## config.mk

```make
export PLATFORM = sky130hd
export DESIGN_NAME = per_axis_pd_target_tracking_core
export DESIGN_NICKNAME = d
export VERILOG_FILES = /design/src/sv/ptt_pkg.sv /design/src/sv/per_axis_pd_target_tracking_core.sv /design/src/sv/ptt_cfg.sv /design/src/sv/ptt_axis.sv
export SDC_FILE = /design/constraint.sdc
export NUM_CORES = 2
export LEC_CHECK = 0
export BUFFER_PORTS_ARGS = -buffer_cell sky130_fd_sc_hd__buf_2
export CAP_MARGIN = 20
export CORE_AREA = 2 2 300 302
export CTS_BUF_LIST = sky130_fd_sc_hd__clkbuf_8
export DETAILED_ROUTE_END_ITERATION = 8
export DIE_AREA = 0 0 302 304
export PLACE_DENSITY = 0.69
export SYNTH_ARGS = -nofsm -noshare
export SYNTH_HDL_FRONTEND = slang
export SYNTH_HIERARCHICAL = 1
export SYNTH_SLANG_ARGS = --single-unit
```

## constraint.sdc

```tcl
create_clock -name clk -period 24.6 [get_ports clk]
set_input_delay 2.46 -clock clk [delete_from_list [all_inputs] [get_ports clk]]
set_output_delay 2.46 -clock clk [all_outputs]
set_load 0.01 [all_outputs]
```

## src/sv/ptt_pkg.sv

```systemverilog
package ptt_pkg;

	// field widths
	localparam int OFFSET_BITS_DEF = 12;
	localparam int GAIN_W          = 16;
	localparam int LIM_W           = 6;
	localparam int DZ_W            = 8;
	localparam int SPEED_W         = 7;
	localparam int CFG_IDX_W       = 4;
	localparam int CFG_DATA_W      = 16;
	localparam int FRAC_BITS       = 12;

	// clamp constants
	localparam int D_LIMIT    = 8;
	localparam int COMMON_MIN = 5;
	localparam int COMMON_MAX = 50;

	// register reset values
	localparam logic [GAIN_W-1:0] GAIN_P_RST   = 16'd819;
	localparam logic [GAIN_W-1:0] GAIN_D_RST   = 16'd328;
	localparam logic [LIM_W-1:0]  COMMON_RST   = 6'd20;
	localparam logic [LIM_W-1:0]  AXIS_X_RST   = 6'd20;
	localparam logic [LIM_W-1:0]  AXIS_Y_RST   = 6'd18;
	localparam logic [DZ_W-1:0]   DEAD_ZONE_RST = 8'd0;

	// register indexes
	localparam logic [CFG_IDX_W-1:0] REG_GAIN_P_X     = 4'd0;
	localparam logic [CFG_IDX_W-1:0] REG_GAIN_P_Y     = 4'd1;
	localparam logic [CFG_IDX_W-1:0] REG_GAIN_D_X     = 4'd2;
	localparam logic [CFG_IDX_W-1:0] REG_GAIN_D_Y     = 4'd3;
	localparam logic [CFG_IDX_W-1:0] REG_COMMON_LIMIT = 4'd4;
	localparam logic [CFG_IDX_W-1:0] REG_AXIS_LIMIT_X = 4'd5;
	localparam logic [CFG_IDX_W-1:0] REG_AXIS_LIMIT_Y = 4'd6;
	localparam logic [CFG_IDX_W-1:0] REG_DEAD_ZONE    = 4'd7;

	// settings seen by the datapath, limits already resolved
	typedef struct packed {
		logic [GAIN_W-1:0] gain_p_x;
		logic [GAIN_W-1:0] gain_p_y;
		logic [GAIN_W-1:0] gain_d_x;
		logic [GAIN_W-1:0] gain_d_y;
		logic [LIM_W-1:0]  lim_x;
		logic [LIM_W-1:0]  lim_y;
		logic [DZ_W-1:0]   dead_zone;
	} ptt_cfg_t;

endpackage

```

## src/sv/per_axis_pd_target_tracking_core.sv

```systemverilog
// An accepted item is held in the input register, and its result is loaded from there
// into the output register once the output register can advance.
// Throughput: one item per cycle; the input register and the output register
// together hold two items, so input stalls only when both are full and out_stall is high.
// Reset (arst_n low): pipeline empty, previous errors zero, not seeded,
// registers at their documented reset values.
module per_axis_pd_target_tracking_core #(
	parameter int OFFSET_BITS = ptt_pkg::OFFSET_BITS_DEF
) (
	input  logic                               clk,
	input  logic                               arst_n,
	input  logic                               cfg_valid,
	output logic                               cfg_ready,
	input  logic [ptt_pkg::CFG_IDX_W-1:0]      cfg_index,
	input  logic [ptt_pkg::CFG_DATA_W-1:0]     cfg_data,
	input  logic                               in_valid,
	output logic                               in_stall,
	input  logic signed [OFFSET_BITS-1:0]      offset_x,
	input  logic signed [OFFSET_BITS-1:0]      offset_y,
	output logic                               out_valid,
	input  logic                               out_stall,
	output logic signed [ptt_pkg::SPEED_W-1:0] speed_x,
	output logic signed [ptt_pkg::SPEED_W-1:0] speed_y
);
	import ptt_pkg::*;

	ptt_cfg_t cfg;

	logic                          valid_s1;
	logic signed [OFFSET_BITS-1:0] off_x_s1, off_y_s1;
	logic signed [OFFSET_BITS-1:0] prev_x_q, prev_y_q;
	logic                          seeded_q;
	logic                          out_valid_q;
	logic signed [SPEED_W-1:0]     speed_x_q, speed_y_q;
	logic signed [OFFSET_BITS-1:0] err_x, err_y;
	logic signed [SPEED_W-1:0]     spd_x, spd_y;
	logic                          adv_out, in_fire, mv;

	ptt_cfg u_cfg (
		.clk       (clk),
		.arst_n    (arst_n),
		.cfg_valid (cfg_valid),
		.cfg_ready (cfg_ready),
		.cfg_index (cfg_index),
		.cfg_data  (cfg_data),
		.cfg       (cfg)
	);

	// handshake
	assign adv_out  = !out_valid_q || !out_stall;
	assign in_stall = valid_s1 && !adv_out;
	assign in_fire  = in_valid && !in_stall;
	assign mv       = valid_s1 && adv_out;

	// input register
	always_ff @(posedge clk or negedge arst_n) begin
		if (!arst_n) begin
			valid_s1 <= 1'b0;
		end else begin
			valid_s1 <= in_fire || (valid_s1 && !adv_out);
		end
	end

	always_ff @(posedge clk) begin
		if (in_fire) begin
			off_x_s1 <= offset_x;
			off_y_s1 <= offset_y;
		end
	end

	// per-axis datapath
	ptt_axis #(.OFFSET_BITS(OFFSET_BITS)) u_axis_x (
		.offset    (off_x_s1),
		.prev_err  (prev_x_q),
		.seeded    (seeded_q),
		.gain_p    (cfg.gain_p_x),
		.gain_d    (cfg.gain_d_x),
		.lim       (cfg.lim_x),
		.dead_zone (cfg.dead_zone),
		.err       (err_x),
		.speed     (spd_x)
	);

	ptt_axis #(.OFFSET_BITS(OFFSET_BITS)) u_axis_y (
		.offset    (off_y_s1),
		.prev_err  (prev_y_q),
		.seeded    (seeded_q),
		.gain_p    (cfg.gain_p_y),
		.gain_d    (cfg.gain_d_y),
		.lim       (cfg.lim_y),
		.dead_zone (cfg.dead_zone),
		.err       (err_y),
		.speed     (spd_y)
	);

	// tracking state, cleared when a centered item passes
	always_ff @(posedge clk or negedge arst_n) begin
		if (!arst_n) begin
			prev_x_q <= '0;
			prev_y_q <= '0;
			seeded_q <= 1'b0;
		end else if (mv) begin
			prev_x_q <= err_x;
			prev_y_q <= err_y;
			seeded_q <= !((err_x == '0) && (err_y == '0));
		end
	end

	// result register
	always_ff @(posedge clk or negedge arst_n) begin
		if (!arst_n) begin
			out_valid_q <= 1'b0;
		end else if (adv_out) begin
			out_valid_q <= valid_s1;
		end
	end

	always_ff @(posedge clk) begin
		if (mv) begin
			speed_x_q <= spd_x;
			speed_y_q <= spd_y;
		end
	end

	assign out_valid = out_valid_q;
	assign speed_x   = speed_x_q;
	assign speed_y   = speed_y_q;

	// input only stalls when both stages are full and the output is held
	assert property (@(posedge clk) disable iff (!arst_n)
		in_stall |-> (valid_s1 && out_valid_q && out_stall))
		else $error("input stalled with free room");

	// an item leaving the input register always lands in the result register
	assert property (@(posedge clk) disable iff (!arst_n)
		mv |=> out_valid_q)
		else $error("item lost between stages");

	// results stay within the effective axis limits
	assert property (@(posedge clk) disable iff (!arst_n)
		out_valid_q |-> (($signed({speed_x_q[SPEED_W-1], speed_x_q}) <=
			$signed({2'b00, cfg.lim_x})) &&
			($signed({speed_x_q[SPEED_W-1], speed_x_q}) >=
			-$signed({2'b00, cfg.lim_x}))))
		else $error("speed_x beyond limit");

	assert property (@(posedge clk) disable iff (!arst_n)
		out_valid_q |-> (($signed({speed_y_q[SPEED_W-1], speed_y_q}) <=
			$signed({2'b00, cfg.lim_y})) &&
			($signed({speed_y_q[SPEED_W-1], speed_y_q}) >=
			-$signed({2'b00, cfg.lim_y}))))
		else $error("speed_y beyond limit");

endmodule

```

## src/sv/ptt_cfg.sv

```systemverilog
module ptt_cfg (
	input  logic                              clk,
	input  logic                              arst_n,
	input  logic                              cfg_valid,
	output logic                              cfg_ready,
	input  logic [ptt_pkg::CFG_IDX_W-1:0]     cfg_index,
	input  logic [ptt_pkg::CFG_DATA_W-1:0]    cfg_data,
	output ptt_pkg::ptt_cfg_t                 cfg
);
	import ptt_pkg::*;

	logic [GAIN_W-1:0] gain_p_x_q, gain_p_y_q, gain_d_x_q, gain_d_y_q;
	logic [LIM_W-1:0]  common_q, axis_x_q, axis_y_q;
	logic [DZ_W-1:0]   dead_zone_q;
	logic [LIM_W-1:0]  com_c;

	assign cfg_ready = 1'b1;

	// register file, writes beyond the list are dropped
	always_ff @(posedge clk or negedge arst_n) begin
		if (!arst_n) begin
			gain_p_x_q  <= GAIN_P_RST;
			gain_p_y_q  <= GAIN_P_RST;
			gain_d_x_q  <= GAIN_D_RST;
			gain_d_y_q  <= GAIN_D_RST;
			common_q    <= COMMON_RST;
			axis_x_q    <= AXIS_X_RST;
			axis_y_q    <= AXIS_Y_RST;
			dead_zone_q <= DEAD_ZONE_RST;
		end else if (cfg_valid && cfg_ready) begin
			unique case (cfg_index)
				REG_GAIN_P_X:     gain_p_x_q  <= cfg_data;
				REG_GAIN_P_Y:     gain_p_y_q  <= cfg_data;
				REG_GAIN_D_X:     gain_d_x_q  <= cfg_data;
				REG_GAIN_D_Y:     gain_d_y_q  <= cfg_data;
				REG_COMMON_LIMIT: common_q    <= cfg_data[LIM_W-1:0];
				REG_AXIS_LIMIT_X: axis_x_q    <= cfg_data[LIM_W-1:0];
				REG_AXIS_LIMIT_Y: axis_y_q    <= cfg_data[LIM_W-1:0];
				REG_DEAD_ZONE:    dead_zone_q <= cfg_data[DZ_W-1:0];
				default: ;
			endcase
		end
	end

	// shared limit held to its legal band, then min with each axis limit
	always_comb begin
		if (common_q < LIM_W'(COMMON_MIN))
			com_c = LIM_W'(COMMON_MIN);
		else if (common_q > LIM_W'(COMMON_MAX))
			com_c = LIM_W'(COMMON_MAX);
		else
			com_c = common_q;
	end

	assign cfg.gain_p_x  = gain_p_x_q;
	assign cfg.gain_p_y  = gain_p_y_q;
	assign cfg.gain_d_x  = gain_d_x_q;
	assign cfg.gain_d_y  = gain_d_y_q;
	assign cfg.lim_x     = (axis_x_q < com_c) ? axis_x_q : com_c;
	assign cfg.lim_y     = (axis_y_q < com_c) ? axis_y_q : com_c;
	assign cfg.dead_zone = dead_zone_q;

endmodule

```

## src/sv/ptt_axis.sv

```systemverilog
module ptt_axis #(
	parameter int OFFSET_BITS = ptt_pkg::OFFSET_BITS_DEF
) (
	input  logic signed [OFFSET_BITS-1:0]     offset,
	input  logic signed [OFFSET_BITS-1:0]     prev_err,
	input  logic                              seeded,
	input  logic [ptt_pkg::GAIN_W-1:0]        gain_p,
	input  logic [ptt_pkg::GAIN_W-1:0]        gain_d,
	input  logic [ptt_pkg::LIM_W-1:0]         lim,
	input  logic [ptt_pkg::DZ_W-1:0]          dead_zone,
	output logic signed [OFFSET_BITS-1:0]     err,
	output logic signed [ptt_pkg::SPEED_W-1:0] speed
);
	import ptt_pkg::*;

	localparam int W  = OFFSET_BITS;
	localparam int CW = W + DZ_W;
	localparam int PW = W + GAIN_W;
	localparam int DW = W + 1 + GAIN_W;
	localparam int SW = W + 6;

	logic [W-1:0]           in_mag;
	logic [W-1:0]           err_mag;
	logic signed [W:0]      diff;
	logic [W:0]             diff_mag;
	logic [PW-1:0]          p_prod;
	logic [DW-1:0]          d_prod;
	logic [PW-FRAC_BITS-1:0] p_mag;
	logic [DW-FRAC_BITS-1:0] d_mag;
	logic [DW-FRAC_BITS-1:0] d_mag_c;
	logic signed [SW-1:0]   p_s, d_s, sum, lim_s, sum_c;

	// deadband on the raw offset
	assign in_mag = offset[W-1] ? W'(-offset) : W'(offset);
	assign err    = (CW'(in_mag) <= CW'(dead_zone)) ? '0 : offset;

	// error change, zero on an unseeded sample
	assign diff     = seeded ? ($signed({err[W-1], err}) - $signed({prev_err[W-1], prev_err}))
	                         : '0;
	assign diff_mag = diff[W] ? (W+1)'(-diff) : (W+1)'(diff);
	assign err_mag  = err[W-1] ? W'(-err) : W'(err);

	// sign-magnitude products, truncated toward zero
	assign p_prod = PW'(err_mag) * PW'(gain_p);
	assign d_prod = DW'(diff_mag) * DW'(gain_d);
	assign p_mag  = p_prod[PW-1:FRAC_BITS];
	assign d_mag  = d_prod[DW-1:FRAC_BITS];

	// derivative term clamp
	assign d_mag_c = (d_mag > (DW-FRAC_BITS)'(D_LIMIT)) ? (DW-FRAC_BITS)'(D_LIMIT) : d_mag;

	assign p_s = err[W-1] ? -$signed(SW'(p_mag)) : $signed(SW'(p_mag));
	assign d_s = diff[W] ? -$signed(SW'(d_mag_c)) : $signed(SW'(d_mag_c));

	// sum and output clamp
	assign sum   = p_s + d_s;
	assign lim_s = $signed(SW'(lim));
	always_comb begin
		if (sum > lim_s)
			sum_c = lim_s;
		else if (sum < -lim_s)
			sum_c = -lim_s;
		else
			sum_c = sum;
	end

	assign speed = sum_c[SPEED_W-1:0];

endmodule
```

# Word-level counts from Yosys, hierarchy flattened

Index checks and enable logic that the tools add are counted.

Flip-flop bits (word level): 155
Input bits: 49
Output and inout port bits: 17
Logic and storage cells: 104

Add/subtract/negate cells: 16
Multipliers: 4
Order comparisons: 12
Eq/ne operators: 7
Mux-type cells: 24
Reduce and logical (&&, ||, !) cells: 22

Operators by type and width:

| kind                                                           | number |
|---|---|
| 2-to-1 mux 12 bit                                              | 6 |
| 2-to-1 mux 18 bit                                              | 4 |
| multiplier 13 x 16 -> 29 bit                                   | 2 |
| multiplier 12 x 16 -> 28 bit                                   | 2 |
| 2-to-1 mux 13 bit                                              | 4 |
| negator 12 bit                                                 | 4 |
| adder 18 bit                                                   | 2 |
| greater-than comparator 18 x 7 -> 1 bit                        | 2 |
| less-than comparator 18 bit                                    | 2 |
| 2-to-1 mux 6 bit                                               | 6 |
| negator 16 -> 18 bit                                           | 2 |
| negator 17 -> 18 bit                                           | 2 |
| negator 6 -> 18 bit                                            | 2 |
| greater-than comparator 17 x 4 -> 1 bit, second input constant | 2 |
| 2-to-1 mux 17 bit                                              | 2 |
| negator 13 bit                                                 | 2 |
| subtractor 12 x 12 -> 13 bit                                   | 2 |
| less-or-equal comparator 12 x 8 -> 1 bit                       | 2 |
| logical NOT 12 bit                                             | 2 |
| equality test 4 x 3 -> 1 bit, second input constant            | 4 |
| AND reduction 2 bit                                            | 8 |
| 2-to-1 mux 7 bit                                               | 2 |
| less-than comparator 6 bit                                     | 2 |
| equality test 4 x 2 -> 1 bit, second input constant            | 2 |
| 7 further kinds                                                | 15 |

# Depth between registers and ports, before layout

Depth after elaboration: 17
Mapped depth: 78
Depth with buffers taken out: 72

# Modules after synthesis

Netlist, hierarchy kept.

Modules (own cells, without submodules):

| module                           | instances | cells each | area each (µm²) | sequential area each (µm²) |
|---|---|---|---|---|
| ptt_axis at u_axis_y             | 1         | 2118       | 16794.9         | 0.0 |
| ptt_axis at u_axis_x             | 1         | 2073       | 16572.1         | 0.0 |
| ptt_cfg                          | 1         | 256        | 3923.8          | 2282.2 |
| per_axis_pd_target_tracking_core | 1         | 106        | 2223.4          | 1816.7 |

# Least setup slack after synthesis

No wires, ideal clock.

Path type: register to register
Start: register off_y_s1[2]
End: register speed_y_q[2], in the netlist speed_y[2], data pin
Setup time: 259 ps
Arrival time: 15427 ps
Required time: 24341 ps
Slack: 8915 ps
Cell stages (with the launch flop): 71
Path buffers: 7
Clock period less this slack: 15685 ps
Path through: edfxtp_1 > buf_2 > or3_4 > or2b_1 > nand2_1 > xnor2_1 > ha_1 > nand4_1 > nor2_1 > a211oi_1 > nor3_1 > clkbuf_1 > nor2_1 > clkbuf_1 > inv_1 > ha_1 > inv_1 > fa_1 > [... 35 more ...] > a221o_1 > o21bai_1 > nand2_1 > a211oi_1 > nor2_1 > ha_1 > o21ai_0 > nand2b_1 > a21oi_1 > a311oi_1 > nor2_1 > maj3_1 > a21oi_1 > maj3_1 > o31a_1 > buf_1 > mux2_2 > a211o_1

Cells in the longest elaborated chain, start to end: 17
Elaborated cells on any way between the ends: 23
Those cells by class: add/sub: 7; mul: 2; order compare: 4; mux: 10

Ends and longest elaborated chain:

| element                                    | RTL line                                | text |
|---|---|---|
| start: declaration                         | per_axis_pd_target_tracking_core.sv:30  | `logic signed [OFFSET_BITS-1:0] off_x_s1, off_y_s1;` |
| start signal: assignment                   | per_axis_pd_target_tracking_core.sv:67  | `off_y_s1 <= offset_y;` |
| negator 12 bit                             | ptt_axis.sv:34                          | `assign in_mag = offset[W-1] ? W'(-offset) : W'(offset);` |
| 2-to-1 mux 12 bit *                        | ptt_axis.sv:34                          |  |
| less-or-equal comparator 12 x 8 -> 1 bit * | ptt_axis.sv:35                          | `assign err = (CW'(in_mag) <= CW'(dead_zone)) ? '0 : offset;` |
| 2-to-1 mux 12 bit *                        | ptt_axis.sv:35                          |  |
| via err_y[0]                               | per_axis_pd_target_tracking_core.sv:35  | `logic signed [OFFSET_BITS-1:0] err_x, err_y;` |
| subtractor 12 x 12 -> 13 bit               | ptt_axis.sv:38                          | `assign diff = seeded ? ($signed({err[W-1], err}) - $signed({prev_err[W-1], prev_err}))` |
| 2-to-1 mux 13 bit                          | ptt_axis.sv:38                          |  |
| negator 13 bit                             | ptt_axis.sv:40                          | `assign diff_mag = diff[W] ? (W+1)'(-diff) : (W+1)'(diff);` |
| [... 3 more ...]                           | n/a                                     |  |
| 2-to-1 mux 17 bit                          | ptt_axis.sv:50                          | `assign d_mag_c = (d_mag > (DW-FRAC_BITS)'(D_LIMIT)) ? (DW-FRAC_BITS)'(D_LIMIT) : d_mag;` |
| negator 17 -> 18 bit                       | ptt_axis.sv:53                          | `assign d_s = diff[W] ? -$signed(SW'(d_mag_c)) : $signed(SW'(d_mag_c));` |
| 2-to-1 mux 18 bit                          | ptt_axis.sv:53                          |  |
| adder 18 bit *                             | ptt_axis.sv:56                          | `assign sum = p_s + d_s;` |
| less-than comparator 18 bit                | ptt_axis.sv:61                          | `else if (sum < -lim_s)` |
| 2-to-1 mux 7 bit                           | ptt_axis.sv:61                          |  |
| 2-to-1 mux 6 bit *                         | ptt_axis.sv:59                          | `if (sum > lim_s)` |
| via spd_y[2]                               | per_axis_pd_target_tracking_core.sv:36  | `logic signed [SPEED_W-1:0] spd_x, spd_y;` |
| end signal: assignment                     | per_axis_pd_target_tracking_core.sv:121 | `speed_y_q <= spd_y;` |
| end: declaration                           | per_axis_pd_target_tracking_core.sv:34  | `logic signed [SPEED_W-1:0] speed_x_q, speed_y_q;` |

The timed path passes the listed nets; every way through them passes the cells marked *.
A chain may end at the register's enable or synchronous reset.

# Worst setup path in the final report

Same ends and word-level chain as after synthesis.

==> reports/results.ini <==
[setup_path]
cp-start-kind=register
reg2reg_to=speed_y[2]$_DFFE_PP_
worstSetupEndpointType=register
rrSetupSlack_ns=7.75
slowest_delay_ns=0.63
cp.arrival_ns=17.12
cp_slowest_cell=a211oi_1
criticalPathCategory=register to register
r2r_cells=70
r2r-start=off_y_s1[2]$_DFFE_PP_
crit_fanout=20
cp.required_ns=24.87

[sta]
slew_headroom=0.2881
period_share=0.6850
rsz0062_at_grt=false
worst_pin_slew_ns=1.060
hold_viol=0
setup_tns_ns=0
setup_viol=0
drv_slew=0
fmax_ghz=0.05934
final.setup_skew_ns=0.02077
fin_crit_ns=16.85

[grt]
grt-ovfl-total=0
grt_start_max_net_pins=76
grt_pass1_wl_um=165000
antenna_found_initial=6
grt_usage=0.2213
grt_pass1_vias=31960

[place]
gp_congestion=0.8977
dp_hpwl_um=81210
portBuffers=64
placement.cell_area_mm2=0.04104

[logic_synthesis]
ys_seq_elements=155
yosysUniqueCellTypes=115
postSynthAreaPerCell_um2=8.679
synth_edf_count=38
synth-main-ff-cell=dfrtp_1
ys_async_sr_fraction=0.7548
ys_seq_area_frac=0.1037
synth_area_mm2=0.03951
synth_fp_nets=5596
yosys_warnings=6
syn_inst=4553

[clock_network]
clockBufferDepth=2
cts_tree=done
clock-root-buffer=clkbuf_8
cts_max_level=4
clock_sinks=155
cts_buffers=17
clk_latency_ns=0.51
hold_buffers=0
clkTransAtPathRegs_ns=0.11
post_cts_buffers=0
cts_resized=0

[floorplan]
die_x_um=302
row_count=110
die_h_um=304
ioPinCount=66
coreArea_mm2=0.08905
die_area_mm2=0.09181
initial_core_util=0.4437

[cells_and_area]
final_common_cell=inv_1
layout_common_cells=inv_1, nand2_1, fa_1, ha_1, and2_1
final_cell_area_mm2=0.04147
nNetsFinal=5554
drive_gt1_frac=0.08422
area_delta_synth_final_pct=4.952

[worst_hold_path]
holdCritPathClass=register to register
hold_start=valid_s1$_DFF_PN0_
hold_path_end=out_valid$_DFFE_PN0P_
hold_path_depth=1

[detailed_routing]
drc=0
ant_nets=0
post_drt_wl_per_cell_um=17.46
wirelength_um=99560
initialDrtViolationCount=1901
drt-pass1-iter-count=6
vias=31257
via_per_inst=5.481

[job]
cap_violations=0

[status]
status=finished clean

[stage by stage]
| stage | std cells | setup slack (ns) | hold WS (ns) | util |
|---|---|---|---|---|
| floorplan | 4553 | 8.915 | 0.4559 | - |
| global placement | 5663 | 7.983 | 0.4669 | 0.4606 |
| detailed placement | 5665 | 7.561 | 0.4775 | 0.4609 |
| CTS | 5697 | 7.519 | 0.4986 | 0.4653 |
| global route | 5700 | 6.303 | 0.5353 | 0.4656 |
| finish | 5703 | 7.748 | 0.5047 | 0.4657 |
[per-layer routing]
metal	global-route usage	wire, um	up-vias
met3	0.02727	6252	152
met2	0.3642	47020	937
met4	0.06367	2784	0
li1	-	-	14593
met1	0.3056	43500	15575
met5	0	0	-
[synth_stat cells, drive strengths merged (71+ instances only)]
| master | number | area share |
|---|---|---|
| inv | 797 | 0.076 |
| nand2 | 667 | 0.063 |
| fa | 588 | 0.30 |
| ha | 406 | 0.13 |
| and2 | 267 | 0.042 |
| clkbuf | 151 | 0.014 |
| a21oi | 150 | 0.019 |
| nor2 | 143 | 0.014 |
| mux2 | 134 | 0.038 |
| o21ai | 110 | 0.014 |
| xnor2 | 106 | 0.024 |
| dfrtp | 93 | 0.059 |
| nor2b | 71 | 0.011 |
[layout make-up]
| type | count | area (um2) |
|---|---|---|
| timing repair buffer | 117 | 735.7 |
| tap | 1176 | 1471 |
| multi-input combinational | 3421 | 31760 |
| antenna | 3 | 7.507 |
| fill | 8494 | 47580 |
| sequential | 155 | 4099 |
| clock buffer | 17 | 234.0 |
| clock inverter | 15 | 160.2 |
| inverter | 799 | 3000 |
[worst max path at each step]
stage	start	end	slack, ns	cells past startpoint
6_report	off_y_s1[2]$_DFFE_PP_	speed_y[2]$_DFFE_PP_	7.75	70
5_1_grt	off_y_s1[2]$_DFFE_PP_	speed_y[2]$_DFFE_PP_	6.30	72
4_1_cts	off_x_s1[2]$_DFFE_PP_	speed_x[4]$_DFFE_PP_	7.52	69
3_5_place_dp	off_x_s1[2]$_DFFE_PP_	speed_x[3]$_DFFE_PP_	7.56	69
3_3_place_gp	off_x_s1[2]$_DFFE_PP_	speed_x[3]$_DFFE_PP_	7.98	69
2_1_floorplan	off_y_s1[2]$_DFFE_PP_	speed_y[2]$_DFFE_PP_	8.91	70
[cell families after synthesis]
kind of cell / count (synthesis) / synth area share
and+or+nand+nor: 1487 / 0.1876
AOI/OAI and AO/OA: 619 / 0.1066
buffers and inverters: 977 / 0.09430
DFF: 155 / 0.1037
adders and majority gates: 997 / 0.4272
xor gates and xnor gates: 162 / 0.03689
other: 1 / 0.00009490
muxes: 155 / 0.04351
[critical path: cells and delay by family, from the launching register on]
kind,cells,cell delay [ns]
fa+ha+maj,13,4.80
buf+inv,8,0.74
compound gates,24,5.39
xor+xnor,2,0.26
flops,1,0.51
simple gates,19,3.49
mux,4,1.38
[flip-flops by register name, indices dropped and copies added (netlist names), 7 cells and up]
name and flops:
off_y_s1 12, u_cfg/gain_d_y_q 16, u_cfg/gain_p_x_q 16, speed_y 7, u_cfg/gain_d_x_q 16, u_cfg/gain_p_y_q 16, u_cfg/dead_zone_q 8, prev_x_q 12
off_x_s1 12, prev_y_q 12, speed_x 7
Power is left out: the tool's default activity adds up to more than one toggle a clock period on the data nets, which glitch-free logic cannot reach.
